==> config.mk <==
export PLATFORM = sky130hd
export DESIGN_NAME = json_string_unescape_utf8_core_flat
export DESIGN_NICKNAME = d
export VERILOG_FILES = /design/src/design/jsu_pkg.sv /design/src/design/jsu_if.sv /design/src/design/jsu_decode.sv /design/src/design/json_string_unescape_utf8_core.sv /design/src/flat_wrapper.sv
export SDC_FILE = /design/constraint.sdc
export NUM_CORES = 1
export LEC_CHECK = 0
export BUFFER_PORTS_ARGS = -buffer_cell sky130_fd_sc_hd__buf_2
export CORE_AREA = 2 2 111 113
export DETAILED_ROUTE_END_ITERATION = 7
export DIE_AREA = 0 0 113 115
export PLACE_DENSITY_LB_ADDON = 0.3
export SLEW_MARGIN = 20
export SYNTH_ARGS = -nofsm -noshare
export SYNTH_HDL_FRONTEND = slang
export SYNTH_SLANG_ARGS = --single-unit
==> constraint.sdc <==
create_clock -name clk -period 4.7 [get_ports clk]
set_input_delay 1.175 -clock clk [delete_from_list [all_inputs] [get_ports clk]]
set_output_delay 1.175 -clock clk [all_outputs]
set_load 0.02 [all_outputs]
==> src/design/jsu_pkg.sv <==
`timescale 1ns / 1ps
`default_nettype none

package jsu_pkg;

    // Decoder phase
    typedef enum logic [3:0] {
        PH_IDLE   = 4'd0,
        PH_STR    = 4'd1,
        PH_ESC    = 4'd2,
        PH_HEX1   = 4'd3,
        PH_WANTBS = 4'd4,
        PH_WANTU  = 4'd5,
        PH_HEX2   = 4'd6
    } phase_t;

    // Result kinds
    typedef enum logic [3:0] {
        K_BYTE         = 4'd0,
        K_DONE         = 4'd1,
        K_EXP_STRING   = 4'd2,
        K_CONTROL      = 4'd3,
        K_TRUNC_ESC    = 4'd4,
        K_BAD_ESC      = 4'd5,
        K_TRUNC_UNI    = 4'd6,
        K_BAD_HEX      = 4'd7,
        K_NO_LOW       = 4'd8,
        K_BAD_LOW      = 4'd9,
        K_UNPAIRED_LOW = 4'd10,
        K_UNTERM       = 4'd11
    } kind_t;

    // Character codes
    localparam logic [7:0] CH_QUOTE  = 8'h22;
    localparam logic [7:0] CH_BSLASH = 8'h5C;
    localparam logic [7:0] CH_SLASH  = 8'h2F;
    localparam logic [7:0] CH_SPACE  = 8'h20;
    localparam logic [7:0] CH_TAB    = 8'h09;
    localparam logic [7:0] CH_LF     = 8'h0A;
    localparam logic [7:0] CH_CR     = 8'h0D;
    localparam logic [7:0] CH_FF     = 8'h0C;
    localparam logic [7:0] CH_BS     = 8'h08;
    localparam logic [7:0] CH_B      = 8'h62;
    localparam logic [7:0] CH_F      = 8'h66;
    localparam logic [7:0] CH_N      = 8'h6E;
    localparam logic [7:0] CH_R      = 8'h72;
    localparam logic [7:0] CH_T      = 8'h74;
    localparam logic [7:0] CH_U      = 8'h75;

    // Surrogate ranges, upper six bits of the code unit
    localparam logic [5:0] SURR_HIGH_TAG = 6'b110110;
    localparam logic [5:0] SURR_LOW_TAG  = 6'b110111;

    // Decoder state
    typedef struct packed {
        phase_t      phase;
        logic [15:0] hex_accum;
        logic [1:0]  hex_count;
        logic [9:0]  high_half;
    } state_t;

    localparam state_t STATE_RESET = '{
        phase:     PH_IDLE,
        hex_accum: 16'h0000,
        hex_count: 2'd0,
        high_half: 10'd0
    };

    // Results caused by one input byte: up to four bytes of one kind
    typedef struct packed {
        logic [2:0]      cnt;
        kind_t           kind;
        logic [3:0][7:0] bytes;
    } group_t;

    // Hex digit value; bit 4 flags a valid digit
    function automatic logic [4:0] hex_val(input logic [7:0] c);
        logic [4:0] r;
        r = 5'd0;
        if (c >= 8'h30 && c <= 8'h39)
            r = {1'b1, c[3:0]};
        else if ((c >= 8'h61 && c <= 8'h66) || (c >= 8'h41 && c <= 8'h46))
            r = {1'b1, c[3:0] + 4'd9};
        return r;
    endfunction

    // UTF-8 encoding of one code point
    function automatic group_t utf8_enc(input logic [20:0] cp);
        group_t g;
        g = '0;
        g.kind = K_BYTE;
        if (cp <= 21'h00007F) begin
            g.cnt      = 3'd1;
            g.bytes[0] = {1'b0, cp[6:0]};
        end
        else if (cp <= 21'h0007FF) begin
            g.cnt      = 3'd2;
            g.bytes[0] = {3'b110, cp[10:6]};
            g.bytes[1] = {2'b10, cp[5:0]};
        end
        else if (cp <= 21'h00FFFF) begin
            g.cnt      = 3'd3;
            g.bytes[0] = {4'b1110, cp[15:12]};
            g.bytes[1] = {2'b10, cp[11:6]};
            g.bytes[2] = {2'b10, cp[5:0]};
        end
        else begin
            g.cnt      = 3'd4;
            g.bytes[0] = {5'b11110, cp[20:18]};
            g.bytes[1] = {2'b10, cp[17:12]};
            g.bytes[2] = {2'b10, cp[11:6]};
            g.bytes[3] = {2'b10, cp[5:0]};
        end
        return g;
    endfunction

endpackage

`default_nettype wire

==> src/design/jsu_if.sv <==
`timescale 1ns / 1ps
`default_nettype none

// Raw byte channel
interface jsu_in_if;
    logic       valid;
    logic       ready;
    logic [7:0] in_byte;
    logic       end_of_data;

    modport source (output valid, output in_byte, output end_of_data, input ready);
    modport sink   (input valid, input in_byte, input end_of_data, output ready);
endinterface

// Result channel
interface jsu_out_if;
    logic           valid;
    logic           ready;
    jsu_pkg::kind_t kind;
    logic [7:0]     out_byte;
    logic           last;

    modport source (output valid, output kind, output out_byte, output last, input ready);
    modport sink   (input valid, input kind, input out_byte, input last, output ready);
endinterface

`default_nettype wire

==> src/design/jsu_decode.sv <==
`timescale 1ns / 1ps
`default_nettype none

// One-byte step of the string decoder: next state and the result group
module jsu_decode (
    input  jsu_pkg::state_t st,
    input  logic [7:0]      in_byte,
    input  logic            end_of_data,
    output jsu_pkg::state_t st_next,
    output jsu_pkg::group_t grp
);
    import jsu_pkg::*;

    logic        do_fail;
    kind_t       fail_kind;
    logic        do_emit;
    logic [20:0] emit_cp;
    logic [4:0]  hv;
    logic [15:0] acc_shift;
    logic        hex_done;
    logic [10:0] plane;

    assign hv        = hex_val(in_byte);
    assign acc_shift = {st.hex_accum[11:0], hv[3:0]};
    assign hex_done  = (st.hex_count == 2'd3);
    assign plane     = {1'b0, st.high_half} + 11'd64;

    always_comb
    begin
        st_next   = st;
        grp       = '0;
        grp.kind  = K_BYTE;
        do_fail   = 1'b0;
        fail_kind = K_EXP_STRING;
        do_emit   = 1'b0;
        emit_cp   = '0;

        case (st.phase)
            PH_STR:
            begin
                if (end_of_data) begin
                    do_fail = 1'b1; fail_kind = K_UNTERM;
                end
                else if (in_byte == CH_QUOTE) begin
                    grp.cnt       = 3'd1;
                    grp.kind      = K_DONE;
                    st_next.phase = PH_IDLE;
                end
                else if (in_byte < CH_SPACE) begin
                    do_fail = 1'b1; fail_kind = K_CONTROL;
                end
                else if (in_byte == CH_BSLASH) begin
                    st_next.phase = PH_ESC;
                end
                else begin
                    grp.cnt      = 3'd1;
                    grp.bytes[0] = in_byte;
                end
            end

            PH_ESC:
            begin
                if (end_of_data) begin
                    do_fail = 1'b1; fail_kind = K_TRUNC_ESC;
                end
                else begin
                    st_next.phase = PH_STR;
                    grp.cnt       = 3'd1;
                    case (in_byte)
                        CH_QUOTE:  grp.bytes[0] = CH_QUOTE;
                        CH_BSLASH: grp.bytes[0] = CH_BSLASH;
                        CH_SLASH:  grp.bytes[0] = CH_SLASH;
                        CH_B:      grp.bytes[0] = CH_BS;
                        CH_F:      grp.bytes[0] = CH_FF;
                        CH_N:      grp.bytes[0] = CH_LF;
                        CH_R:      grp.bytes[0] = CH_CR;
                        CH_T:      grp.bytes[0] = CH_TAB;
                        CH_U:
                        begin
                            grp.cnt           = 3'd0;
                            st_next.phase     = PH_HEX1;
                            st_next.hex_accum = '0;
                            st_next.hex_count = '0;
                        end
                        default:
                        begin
                            do_fail = 1'b1; fail_kind = K_BAD_ESC;
                        end
                    endcase
                end
            end

            PH_HEX1, PH_HEX2:
            begin
                if (end_of_data) begin
                    do_fail = 1'b1; fail_kind = K_TRUNC_UNI;
                end
                else if (!hv[4]) begin
                    do_fail = 1'b1; fail_kind = K_BAD_HEX;
                end
                else if (!hex_done) begin
                    st_next.hex_accum = acc_shift;
                    st_next.hex_count = st.hex_count + 2'd1;
                end
                else begin
                    st_next.hex_accum = '0;
                    st_next.hex_count = '0;
                    if (st.phase == PH_HEX1) begin
                        // First code unit
                        if (acc_shift[15:10] == SURR_HIGH_TAG) begin
                            st_next.high_half = acc_shift[9:0];
                            st_next.phase     = PH_WANTBS;
                        end
                        else if (acc_shift[15:10] == SURR_LOW_TAG) begin
                            do_fail = 1'b1; fail_kind = K_UNPAIRED_LOW;
                        end
                        else begin
                            do_emit = 1'b1;
                            emit_cp = {5'd0, acc_shift};
                        end
                    end
                    else begin
                        // Low half of a surrogate pair
                        if (acc_shift[15:10] != SURR_LOW_TAG) begin
                            do_fail = 1'b1; fail_kind = K_BAD_LOW;
                        end
                        else begin
                            do_emit = 1'b1;
                            emit_cp = {plane, acc_shift[9:0]};
                        end
                    end
                end
            end

            PH_WANTBS:
            begin
                if (end_of_data || in_byte != CH_BSLASH) begin
                    do_fail = 1'b1; fail_kind = K_NO_LOW;
                end
                else
                    st_next.phase = PH_WANTU;
            end

            PH_WANTU:
            begin
                if (end_of_data || in_byte != CH_U) begin
                    do_fail = 1'b1; fail_kind = K_NO_LOW;
                end
                else begin
                    st_next.phase     = PH_HEX2;
                    st_next.hex_accum = '0;
                    st_next.hex_count = '0;
                end
            end

            default:
            begin
                // Idle, also for codes that never arise
                st_next.phase = PH_IDLE;
                if (end_of_data) begin
                    do_fail = 1'b1; fail_kind = K_EXP_STRING;
                end
                else if (in_byte inside {CH_SPACE, CH_TAB, CH_CR, CH_LF}) begin
                end
                else if (in_byte == CH_QUOTE)
                    st_next.phase = PH_STR;
                else begin
                    do_fail = 1'b1; fail_kind = K_EXP_STRING;
                end
            end
        endcase

        // Code point out as UTF-8
        if (do_emit) begin
            grp           = utf8_enc(emit_cp);
            st_next.phase = PH_STR;
        end

        // Any error: one result, back to idle
        if (do_fail) begin
            grp               = '0;
            grp.cnt           = 3'd1;
            grp.kind          = fail_kind;
            st_next.phase     = PH_IDLE;
            st_next.hex_accum = '0;
            st_next.hex_count = '0;
        end
    end

endmodule

`default_nettype wire

==> src/design/json_string_unescape_utf8_core.sv <==
`timescale 1ns / 1ps
`default_nettype none

// JSON string unescaper to UTF-8. Raw bytes enter on din, one per transfer;
// set end_of_data to flag the end of input. Each input byte is decoded in the
// cycle it is taken and gives zero to four results, which leave on dout one per
// transfer, all of one kind, with last set on the final one. The block takes a
// byte every cycle while dout is ready and each byte yields at most one result;
// a byte that yields N results holds the output register for N transfers, and
// din takes the next byte in the cycle the final one of them goes out. Kinds
// other than byte carry out_byte 0; after done or any error the decoder idles.
module json_string_unescape_utf8_core (
    input  logic              clk,
    input  logic              rst_n,
    jsu_in_if.sink            din,
    jsu_out_if.source         dout
);
    import jsu_pkg::*;

    state_t     state_reg;
    state_t     state_next;
    group_t     grp_next;
    group_t     grp_reg;
    logic       grp_valid_reg;
    logic [1:0] idx_reg;

    logic       in_xfer;
    logic       out_xfer;
    logic       at_last;
    logic       drain_done;

    // Decode step
    jsu_decode u_decode (
        .st          (state_reg),
        .in_byte     (din.in_byte),
        .end_of_data (din.end_of_data),
        .st_next     (state_next),
        .grp         (grp_next)
    );

    // Handshakes
    assign at_last    = ({1'b0, idx_reg} + 3'd1) == grp_reg.cnt;
    assign out_xfer   = dout.valid && dout.ready;
    assign drain_done = out_xfer && at_last;
    assign din.ready  = !grp_valid_reg || drain_done;
    assign in_xfer    = din.valid && din.ready;

    // Decoder state
    always_ff @(posedge clk or negedge rst_n)
    begin
        if (!rst_n)
            state_reg <= STATE_RESET;
        else if (in_xfer)
            state_reg <= state_next;
    end

    // Result group control
    always_ff @(posedge clk or negedge rst_n)
    begin
        if (!rst_n) begin
            grp_valid_reg <= 1'b0;
            idx_reg       <= '0;
        end
        else if (in_xfer && grp_next.cnt != 3'd0) begin
            grp_valid_reg <= 1'b1;
            idx_reg       <= '0;
        end
        else if (drain_done) begin
            grp_valid_reg <= 1'b0;
            idx_reg       <= '0;
        end
        else if (out_xfer) begin
            idx_reg <= idx_reg + 2'd1;
        end
    end

    // Result group payload
    always_ff @(posedge clk)
    begin
        if (in_xfer && grp_next.cnt != 3'd0)
            grp_reg <= grp_next;
    end

    // Output
    assign dout.valid    = grp_valid_reg;
    assign dout.kind     = grp_reg.kind;
    assign dout.out_byte = grp_reg.bytes[idx_reg];
    assign dout.last     = at_last;

    // Checks
    a_grp_nonempty: assert property (@(posedge clk) disable iff (!rst_n)
        grp_valid_reg |-> (grp_reg.cnt != 3'd0 && grp_reg.cnt <= 3'd4))
        else $error("held result group is empty or oversized");

    a_idx_in_range: assert property (@(posedge clk) disable iff (!rst_n)
        grp_valid_reg |-> ({1'b0, idx_reg} < grp_reg.cnt))
        else $error("result index past group end");

    a_single_nonbyte: assert property (@(posedge clk) disable iff (!rst_n)
        (grp_valid_reg && grp_reg.kind != K_BYTE) |-> (grp_reg.cnt == 3'd1 && dout.out_byte == 8'h00))
        else $error("non-byte result not a single zero result");

    a_stall_holds_idx: assert property (@(posedge clk) disable iff (!rst_n)
        (grp_valid_reg && !dout.ready) |=> (grp_valid_reg && $stable(idx_reg)))
        else $error("result index moved without a transfer");

endmodule

`default_nettype wire

==> src/flat_wrapper.sv <==
// flat-port wrapper written by rule: the top's interface ports become plain ports
module json_string_unescape_utf8_core_flat import jsu_pkg::*;
  (clk, rst_n, din_valid, din_in_byte, din_end_of_data, din_ready, dout_valid, dout_kind, dout_out_byte, dout_last, dout_ready);
  jsu_in_if din_i ();
  jsu_out_if dout_i ();
  input  logic clk;
  input  logic rst_n;
  input wire logic [$bits(din_i.valid)-1:0] din_valid;
  input wire logic [$bits(din_i.in_byte)-1:0] din_in_byte;
  input wire logic [$bits(din_i.end_of_data)-1:0] din_end_of_data;
  output wire logic [$bits(din_i.ready)-1:0] din_ready;
  output wire logic [$bits(dout_i.valid)-1:0] dout_valid;
  output wire logic [$bits(dout_i.kind)-1:0] dout_kind;
  output wire logic [$bits(dout_i.out_byte)-1:0] dout_out_byte;
  output wire logic [$bits(dout_i.last)-1:0] dout_last;
  input wire logic [$bits(dout_i.ready)-1:0] dout_ready;
  assign din_i.valid = din_valid;
  assign din_i.in_byte = din_in_byte;
  assign din_i.end_of_data = din_end_of_data;
  assign din_ready = din_i.ready;
  assign dout_valid = dout_i.valid;
  assign dout_kind = dout_i.kind;
  assign dout_out_byte = dout_i.out_byte;
  assign dout_last = dout_i.last;
  assign dout_i.ready = dout_ready;
  json_string_unescape_utf8_core u_core (.clk(clk), .rst_n(rst_n), .din(din_i), .dout(dout_i));
endmodule
==> results of run 1 <==
[stage by stage]
| stage | cells | hold WS, ns | setup WS [ns] | total power [mW] | utilization [%] |
|---|---|---|---|---|---|
| 2_1_floorplan | 447 | 0.460 | 0.294 | 1.39 | - |
| 3_3_place_gp | 601 | 0.483 | 0.556 | 1.58 | 39.4 |
| 3_5_place_dp | 601 | 0.494 | 0.439 | 1.59 | 39.4 |
| 4_1_cts | 617 | 0.507 | 0.782 | 2.23 | 41.8 |
| 5_1_grt | 618 | 0.530 | 0.729 | 2.36 | 42.0 |
| 6_report | 618 | 0.502 | 0.927 | 2.24 | 42.0 |
[critical path, cell delays in order]
cell and delay, ns:
buf_2 0.15, inv_1 0.12, ha_1 0.27, o21bai_1 0.10, a2111o_1 0.54, a31oi_4 0.26, o211ai_4 0.12, o32ai_4 0.58
a21oi_4 0.28, buf_16 0.25
[layer usage]
layer  track usage (%)  vias to the layer above
met2              30.3                      169
met1              26.4                     1810
li1                  -                     1768
met5                 0                        -
met3              3.16                       35
met4              10.6                        0
[where the power goes]
part | internal [mW] | switching (mW) | leakage (nW)
clock | 0.391 | 0.252 | 0.142
combinational | 0.309 | 0.450 | 1.01
sequential | 0.722 | 0.119 | 0.738
total | 1.42 | 0.821 | 1.89
[cell usage after synthesis, types with 9 or more instances]
cell,n,area [µm²]
nand2_1,41,154
edfxtp_1,36,1080
nor2_1,36,135
dfrtp_1,30,751
o21ai_0,29,145
nand3_1,18,90.1
a21oi_1,14,70.1
nor3_1,13,65.1
inv_1,12,45.0
nand2b_1,12,75.1
buf_2,11,55.1
a31oi_1,10,62.6
a22o_2,9,90.1
clkbuf_1,9,33.8
mux2_2,9,101
[how the worst min path moves through the flow]
stage	end	slack [ns]
3_3_place_gp	u_core.state_reg[11]	0.48
3_5_place_dp	u_core.state_reg[11]	0.49
6_report	u_core.state_reg[11]	0.50
4_1_cts	u_core.state_reg[11]	0.51
5_1_grt	u_core.state_reg[11]	0.53
2_1_floorplan	u_core.state_reg[11]	0.46
[cell type report]
cell class	instances	area, µm²	area share (%)
repair buffers	38	238	4.79
well taps	147	184	3.70
inverters	13	48.8	0.983
clock inverters	5	36.3	0.731
multi-input cells	338	2370	47.8
flip-flops and latches	66	1830	36.9
clock buffers	11	254	5.11
[logic make-up after synthesis]
kind of cell / Yosys count / share of synthesized area [%]
and+or+nand+nor: 173 / 20.9
DFF: 66 / 41.7
buffers and inverters: 43 / 4.78
xor gates and xnor gates: 7 / 1.39
muxes: 23 / 7.48
adders and majority gates: 7 / 1.99
AOI/OAI and AO/OA: 128 / 21.8
[placed cells by master (no fill, tap or decap), types with 9 or more instances in the layout]
master / instances
buf_2: 27
mux2_2: 9
inv_1: 12
o21ai_0: 29
nand2b_1: 12
nand3_1: 18
edfxtp_1: 36
nor3_1: 13
a22o_2: 9
nor2_1: 36
a21oi_1: 13
a31oi_1: 10
nand2_1: 41
buf_4: 10
dfrtp_1: 30
clkbuf_16: 10
==> run summary, run 1 <==
Status: finished, violations left
Violated checks: design-rule violations
Worst Path Arrival: 3.86 ns
Starting Density: 37.2%
Fmax: 0.265 GHz
Synth warnings: 0
Max VDD drop: 152 µV
Leak: 1.89 nW
CTS tree: built
Post-synth top flop: edfxtp_1
Area post-placement: 4650 µm²
CTS Hold Bufs: 0
PostCTS Resize Cnt: 0
Final estimated routing congestion in global placement: 0.923
Drt total wl: 12300 µm
Vias/cell: 6.12
Mapped cell area: 4400 µm²
Pre-Repair DR Iteration Count: 7
Setup Skew: 0.00852 ns
Reg2Reg Launch Point: u_core.state_reg[30]
Setup CP Type: in -> reg
DRT met1 WL: 5530 µm
Max layer used: met4
Clk pin slew, worst setup/hold paths: 0.05 ns
Core area: 11800 µm²
Max-cap viol count: 0
Total die area: 13000 µm²
Required time of the critical path: 4.78 ns
Fin nets: 486
Vias in the first global route: 3581
Largest net degree at the start of global routing: 39
Crit path capture type: flip-flop
Die Wd: 113 µm
Num Clock Sinks: 66
Final antenna diode count: 0
EDFF count, synth: 36
DRC viols: 3
Total CTS buffers: 9
Final Cell Area: 4970 µm²
DR iter-0 viols: 393
Root Driver: clkbuf_16
Count of input and output buffers: 27
Worst setup SP type: input port
Worst Hold Class: reg -> reg
CTS Buffer Depth: 2
Crit-path max FO: 25
FF-to-FF setup slack: 1.14 ns
Distinct cells, synth: 78
Worst slew pin tran: 0.875 ns
Fin crit period: 3.77 ns
Slew HR: 40.8%
Grt ovf: 0
Final setup viols: 0
Worst Setup EP: u_core.grp_reg[18]
Mapped Cells: 447
DR WL met2: 5570 µm
Hold Vio Cnt, Final: 0
Register-to-Register Path Depth: 6
Hold_sp: u_core.state_reg[11]
ANT nets after route: 0
PD cells: 452 nW/µm²
Layout cells sized above 1: 20.2%
Met3 WL post-DR: 705 µm
First-pass GRT wire length: 19600 µm
All-Layer GR Usage: 19.6%
Synth Register Bits: 66
Hold Path Depth: 1
H-tree depth: 3
Syn nets: 467
Fillers: 1143
Ys async rst share: 45.5%
Top Ports: 28
RSZ-0062 raised after global routing: no
Worst Setup SP: din_in_byte[1]
Setup_tns: 0 ns
Postcts setup bufs: 0
Post-synthesis sequential area ratio: 41.7%
Syn Area/Cell: 9.84 µm²
Final Max Slew Viols: 0
Via count: 3782
Clk Latency, worst-skew pair: 0.34 ns
Dpl hpwl: 9160 µm
WL per Instance: 19.9 µm
Antenna violations before repair: 0
Max reg flops: 32
Die Y: 115 µm
Std cell rows: 40
Final period util: 80.3%
Worst r2r dst: u_core.grp_reg[6]
Area grow syn2layout: 12.9%
(Power assumes the default switching activity.)
==> inputs of run 2 (changes only) <==
Settings changed: ABC_AREA set to 1, CORE_AREA 2 2 111 113 to 2 2 115 117, DIE_AREA 0 0 113 115 to 0 0 117 119.
Clock period 4.7 ns to 3.1 ns, I/O delays scaled along.
==> run 2 against run 1 <==
  * The run now ends clean
  * Synthesized cell count increased by 45%
  * Sequential power increased by 30%
  * Area after synthesis up 7.1%
==> run summary, run 2 <==
Fin nets: 721
Vias in the first global route: 4583
Area post-placement: 5250 µm²
Status: complete, no violations
Area grow syn2layout: 17.7%
Mapped cell area: 4710 µm²
Setup Skew: 0.00449 ns
Sw power: 952 µW
Most common cell after layout, fill and taps aside: nand2_1
WL per Instance: 16.0 µm
First-pass GRT wire length: 22900 µm
EDFF count, synth: 36
CP Buf/Inv Count: 6
Pre-Repair DR Iteration Count: 5
Critical path's top delay family: simple AND/OR/NAND/NOR gates
Distinct cells, synth: 47
Dpl hpwl: 11100 µm
Num Clock Sinks: 66
Core area: 12900 µm²
Final Max Slew Viols: 0
ANT nets after route: 0
Synth warnings: 0
Required time of the critical path: 3.14 ns
Sw Ratio: 33.0%
Clk pin slew, worst setup/hold paths: 0.06 ns
Hold Vio Cnt, Final: 0
Starting Density: 36.6%
Count of input and output buffers: 27
Synth Register Bits: 66
Int Pwr: 1.94 mW
Slew HR: 53.1%
Max VDD drop: 293 µV
Worst setup SP type: input port
Placed Cells: 866
Clk Latency, worst-skew pair: 0.34 ns
PD cells: 521 nW/µm²
H-tree depth: 3
Leak: 2.40 nW
Std cell rows: 42
Synth area leaders: edfxtp_1 (23%), dfrtp_1 (16%), nand2_1 (10%)
Die Y: 119 µm
Yosys top cell area share: 22.9%
Register-to-Register Path Depth: 10
Final period util: 92.1%
Worst Path Arrival: 2.90 ns
Crit path capture type: flip-flop
Worst slew pin tran: 0.704 ns
Setup_tns: 0 ns
CP most frequent cell: nand2_1
Die Wd: 117 µm
Total die area: 13900 µm²
DR iter-0 viols: 338
Commonest non-fill, non-tap cells in the layout: nand2_1 (131), nor2_1 (97), inv_1 (69), o21ai_0 (56), nand3_1 (45)
Final std cells w/o fill: 882
Worst Hold Class: in -> async
Final setup viols: 0
Crit-path max FO: 22
Total CTS buffers: 9
Setup CP Type: in -> reg
Via count: 4661
Layout cells sized above 1: 18.1%
Clock power share: 34.8%
Postcts setup bufs: 0
Worst r2r dst: u_core.grp_reg[36]
Antenna violations before repair: 0
Sequential share of power: 37.9%
Drt total wl: 14100 µm
Top-count cell post-synth: nand2_1
Yosys top cell by area: edfxtp_1
Max reg flops: 32
CTS Buffer Depth: 2
Final estimated routing congestion in global placement: 0.954
Critical Path Max Stage Delay: 0.25 ns
GRT Max-Usage Layer: met2
Reg2Reg Launch Point: u_core.state_reg[29]
Max-cap viol count: 0
Top Ports: 28
Syn nets: 667
RSZ-0062 raised after global routing: no
Largest net degree at the start of global routing: 31
GR Layer Usage met1: 27.5%
Ys async rst share: 45.5%
Grt ovf: 0
CTS Hold Bufs: 0
Post-synth top flop: edfxtp_1
Syn Area/Cell: 7.28 µm²
FF-to-FF setup slack: 0.56 ns
CTS tree: built
Root Driver: clkbuf_16
Worst Setup SP: din_in_byte[0]
Final antenna diode count: 0
Vias/cell: 5.28
Logic pwr share: 27.3%
Met3 Usage GRT: 3.36%
Fin crit period: 2.86 ns
Post-synthesis sequential area ratio: 38.9%
PostCTS Resize Cnt: 0
Critical-path cell list: buf_2, inv_1, buf_4, ha_1, nand2_1, inv_1, nand2_1, nand2_1, nor3_1, nand3_1, nand3_1, nand2_2, nand3b_1, nand2_1, clkinvlp_4, buf_12
Final Cell Area: 5540 µm²
All-Layer GR Usage: 21.5%
Mapped Cells: 647
Slowest CP cell: ha_1
Fmax: 0.350 GHz
Min Hold Slack: 0.479 ns
Commonest cells post-synth: nand2_1 (131), nor2_1 (97), inv_1 (70)
GR Layer Usage met2: 35.6%
DRC viols: 0
[run 2: power groups by stage]
stage	Clock, mW	Combinational, mW	Sequential, mW
6_report	1.01	0.788	1.09
5_1_grt	1.06	0.879	1.10
4_1_cts	1.02	0.797	1.10
3_5_place_dp	0	0.796	1.11
3_3_place_gp	0	0.786	1.11
2_1_floorplan	0	0.516	1.11
[run 2: per-stage QoR]
step	setup slack (ns)	total power, mW	utilization (%)
6_report	0.245	2.89	43.1
3_3_place_gp	-0.0836	1.90	40.8
5_1_grt	0.102	3.04	43.1
2_1_floorplan	0.0224	1.63	-
3_5_place_dp	-0.104	1.91	40.8
4_1_cts	0.252	2.92	43.1
[run 2: area by class of cell]
type | count | area [µm²]
Clock buffer | 9 | 225
Fill cell | 1357 | 7330
Inverter | 82 | 312
Tap cell | 176 | 220
Sequential cell | 66 | 1830
Multi-Input combinational cell | 472 | 2400
Timing Repair Buffer | 70 | 483
Clock inverter | 7 | 68.8
[run 2: worst register-to-register path, cell delays in order, from the launching register on]
cell	delay, ns
dfrtp_1	0.44
inv_1	0.08
nor3_1	0.23
inv_1	0.20
nor2_1	0.29
inv_1	0.15
o21ai_0	0.18
nand3b_1	0.17
nand2_1	0.15
clkinvlp_4	0.16
buf_12	0.18
[run 2: logic make-up (layout without fill, tap and decap cells)]
kind of cell / count (synthesis) / in the layout / synth area share, %
xor+xnor: 5 / 5 / 0.930
simple gates: 342 / 342 / 33.8
flops: 66 / 66 / 38.9
fa+ha+maj: 7 / 7 / 1.86
mux: 1 / 1 / 0.239
buf+inv: 109 / 168 / 10.1
compound gates: 117 / 117 / 14.2
[run 2: how the worst max path moves through the flow]
stage                     endpoint  slack, ns  cells past startpoint
4_1_cts         u_core.grp_reg[38]       0.25                     16
2_1_floorplan  u_core.dout.kind[0]       0.02                     13
6_report        u_core.grp_reg[36]       0.24                     16
3_5_place_dp    u_core.grp_reg[37]      -0.10                     16
3_3_place_gp    u_core.grp_reg[38]      -0.08                     16
5_1_grt         u_core.grp_reg[37]       0.10                     16
[run 2: routing by layer]
layer	share of wire, %	up-vias	wire length, µm
met5	0	-	0
met1	43	2192	6120
met2	48	162	6770
met4	3.2	0	447
li1	-	2277	-
met3	5.4	30	764
==> inputs of run 3 (changes only) <==
Settings changed: ABC_AREA 1 to not set, CORE_AREA 2 2 115 117 to 2 2 106 118, DIE_AREA 0 0 117 119 to 0 0 108 120, RECOVER_POWER set to 25.
==> run 3 against run 2 <==
  * Sequential power up 6%
  * The flow now finishes with violations (max-capacitance violations, max-slew violations)
  * Cell count down 21%
  * Total power up 22%
  * Non-clock buffer count up 36
  * Highest routed layer unchanged
==> run summary, run 3 (synthesis gave the netlist of run 1 again) <==
All-Layer GR Usage: 21.1%
Num Clock Sinks: 66
Clk Latency, worst-skew pair: 0.33 ns
Pre-Repair DR Iteration Count: 5
Area of the multi-input gates: 2440 µm²
Final Util: 46.8%
Largest net degree at the start of global routing: 35
Reg area: 1830 µm²
Setup CP Type: in -> reg
Dpl hpwl: 10200 µm
Logic pwr share: 39.8%
Final antenna diode count: 0
Sw Ratio: 34.7%
Starting Density: 37.2%
Fin nets: 554
Violated checks: max-capacitance violations, max-slew violations
Hold Path Depth: 1
Fillers: 1169
Commonest non-fill, non-tap cells in the layout: buf_4 (78), nand2_1 (41), edfxtp_1 (36), nor2_1 (35), dfrtp_1 (30)
Worst Path Arrival: 3.19 ns
Register-to-Register Path Depth: 8
Final estimated routing congestion in global placement: 0.977
Via count: 4004
Antenna violations before repair: 0
Final Max Slew Viols: 31
Status: finished, violations left
Die Y: 120 µm
Int Pwr: 2.30 mW
Layout cells sized above 1: 29.9%
WL per Instance: 18.7 µm
Crit path capture type: flip-flop
Setup Skew: 0.0123 ns
Total die area: 13000 µm²
Clk pin slew, worst setup/hold paths: 0.06 ns
Top Ports: 28
Hold Vio Cnt, Final: 0
Setup_tns: 0 ns
Slew HR: -19.5%
PD cells: 638 nW/µm²
CTS Hold Bufs: 0
Max-cap viol count: 1
Min Hold Slack: 0.522 ns
CTS tree: built
Root Driver: clkbuf_16
DRC viols: 0
Worst setup SP type: input port
Std cell rows: 42
Fin crit period: 2.93 ns
Fmax: 0.342 GHz
Leak: 2.20 nW
Core area: 11800 µm²
Count of input and output buffers: 27
Drt total wl: 12900 µm
Required time of the critical path: 3.37 ns
Max reg flops: 32
ANT nets after route: 0
Total CTS buffers: 9
RSZ-0062 raised after global routing: no
Final period util: 94.4%
CTS Buffer Depth: 2
Vias in the first global route: 3947
Worst Hold Class: reg -> reg
Area grow syn2layout: 25.7%
Vias/cell: 5.78
Die Wd: 108 µm
Crit-path max FO: 12
H-tree depth: 3
Final setup viols: 0
Max VDD drop: 334 µV
Most common cell after layout, fill and taps aside: buf_4
Grt ovf: 0
DR iter-0 viols: 285
Clock power share: 27.2%
Sequential share of power: 33.0%
Sw power: 1.23 mW
First-pass GRT wire length: 21000 µm
Worst slew pin tran: 1.79 ns
## run 3: worst max-delay path, cell delays in order
cell      delay [ns]
buf_2           0.13
inv_1           0.08
ha_1            0.24
nor3b_1         0.17
or4_4           0.45
a31oi_4         0.22
o211ai_4        0.11
buf_4           0.15
nor4_1          0.43
buf_4           0.28
a22o_2          0.15
## run 3: repair_timing
item / CTS / global route
setup endpoints to repair: 0 / 3
gates resized for setup: 0 / 2
buffers inserted: 0 / 3
hold endpoints to repair: 0 / 0
## run 3: final timing paths
check | slack [ns] | endpoint | from
min | 0.52 | u_core.state_reg[11] | u_core.state_reg[11]
max reg2reg | 0.35 | u_core.state_reg[21] | u_core.idx_reg[1]
min in group asynchronous | 0.92 | u_core.state_reg[11] | rst_n
min reg2reg | 0.52 | u_core.state_reg[11] | u_core.state_reg[11]
max in group asynchronous | 1.13 | u_core.idx_reg[0] | rst_n
max | 0.17 | u_core.state_reg[21] | din_in_byte[0]
## run 3: layer usage
layer / wire length [µm] / up-vias / GRT usage [%]
met5: 0 / - / 0
met4: 393 / 0 / 7.77
met3: 566 / 26 / 3.10
met2: 6190 / 145 / 34.6
met1: 5780 / 1932 / 28.0
li1: - / 1901 / -
## run 3: layout make-up
type	count	share of cell area, %
clock buffer	9	4.07
inverter	13	0.883
sequential	66	33.1
multi-input combinational	338	44.1
tap	154	3.48
clock inverter	7	1.09
timing repair buffer	106	13.2
## run 3: power by group through the flow
stage	Clock (mW)	Combinational (mW)	Sequential, mW
after global placement	0	1.38	1.18
after floorplan	0	0.970	1.15
after detailed placement	0	1.39	1.18
final	0.961	1.40	1.16
after global routing	1.01	1.54	1.18
after CTS	0.982	1.39	1.17
## run 3: through the flow
| stage | setup WS [ns] | instances | cell area [µm²] | total power [mW] |
|---|---|---|---|---|
| detailed placement | -0.110 | 674 | 5220 | 2.57 |
| global placement | -0.0402 | 674 | 5220 | 2.55 |
| finish | 0.174 | 693 | 5530 | 3.53 |
| CTS | 0.175 | 690 | 5510 | 3.54 |
| floorplan | -0.0825 | 447 | 4510 | 2.13 |
| global route | 0.0199 | 693 | 5530 | 3.73 |
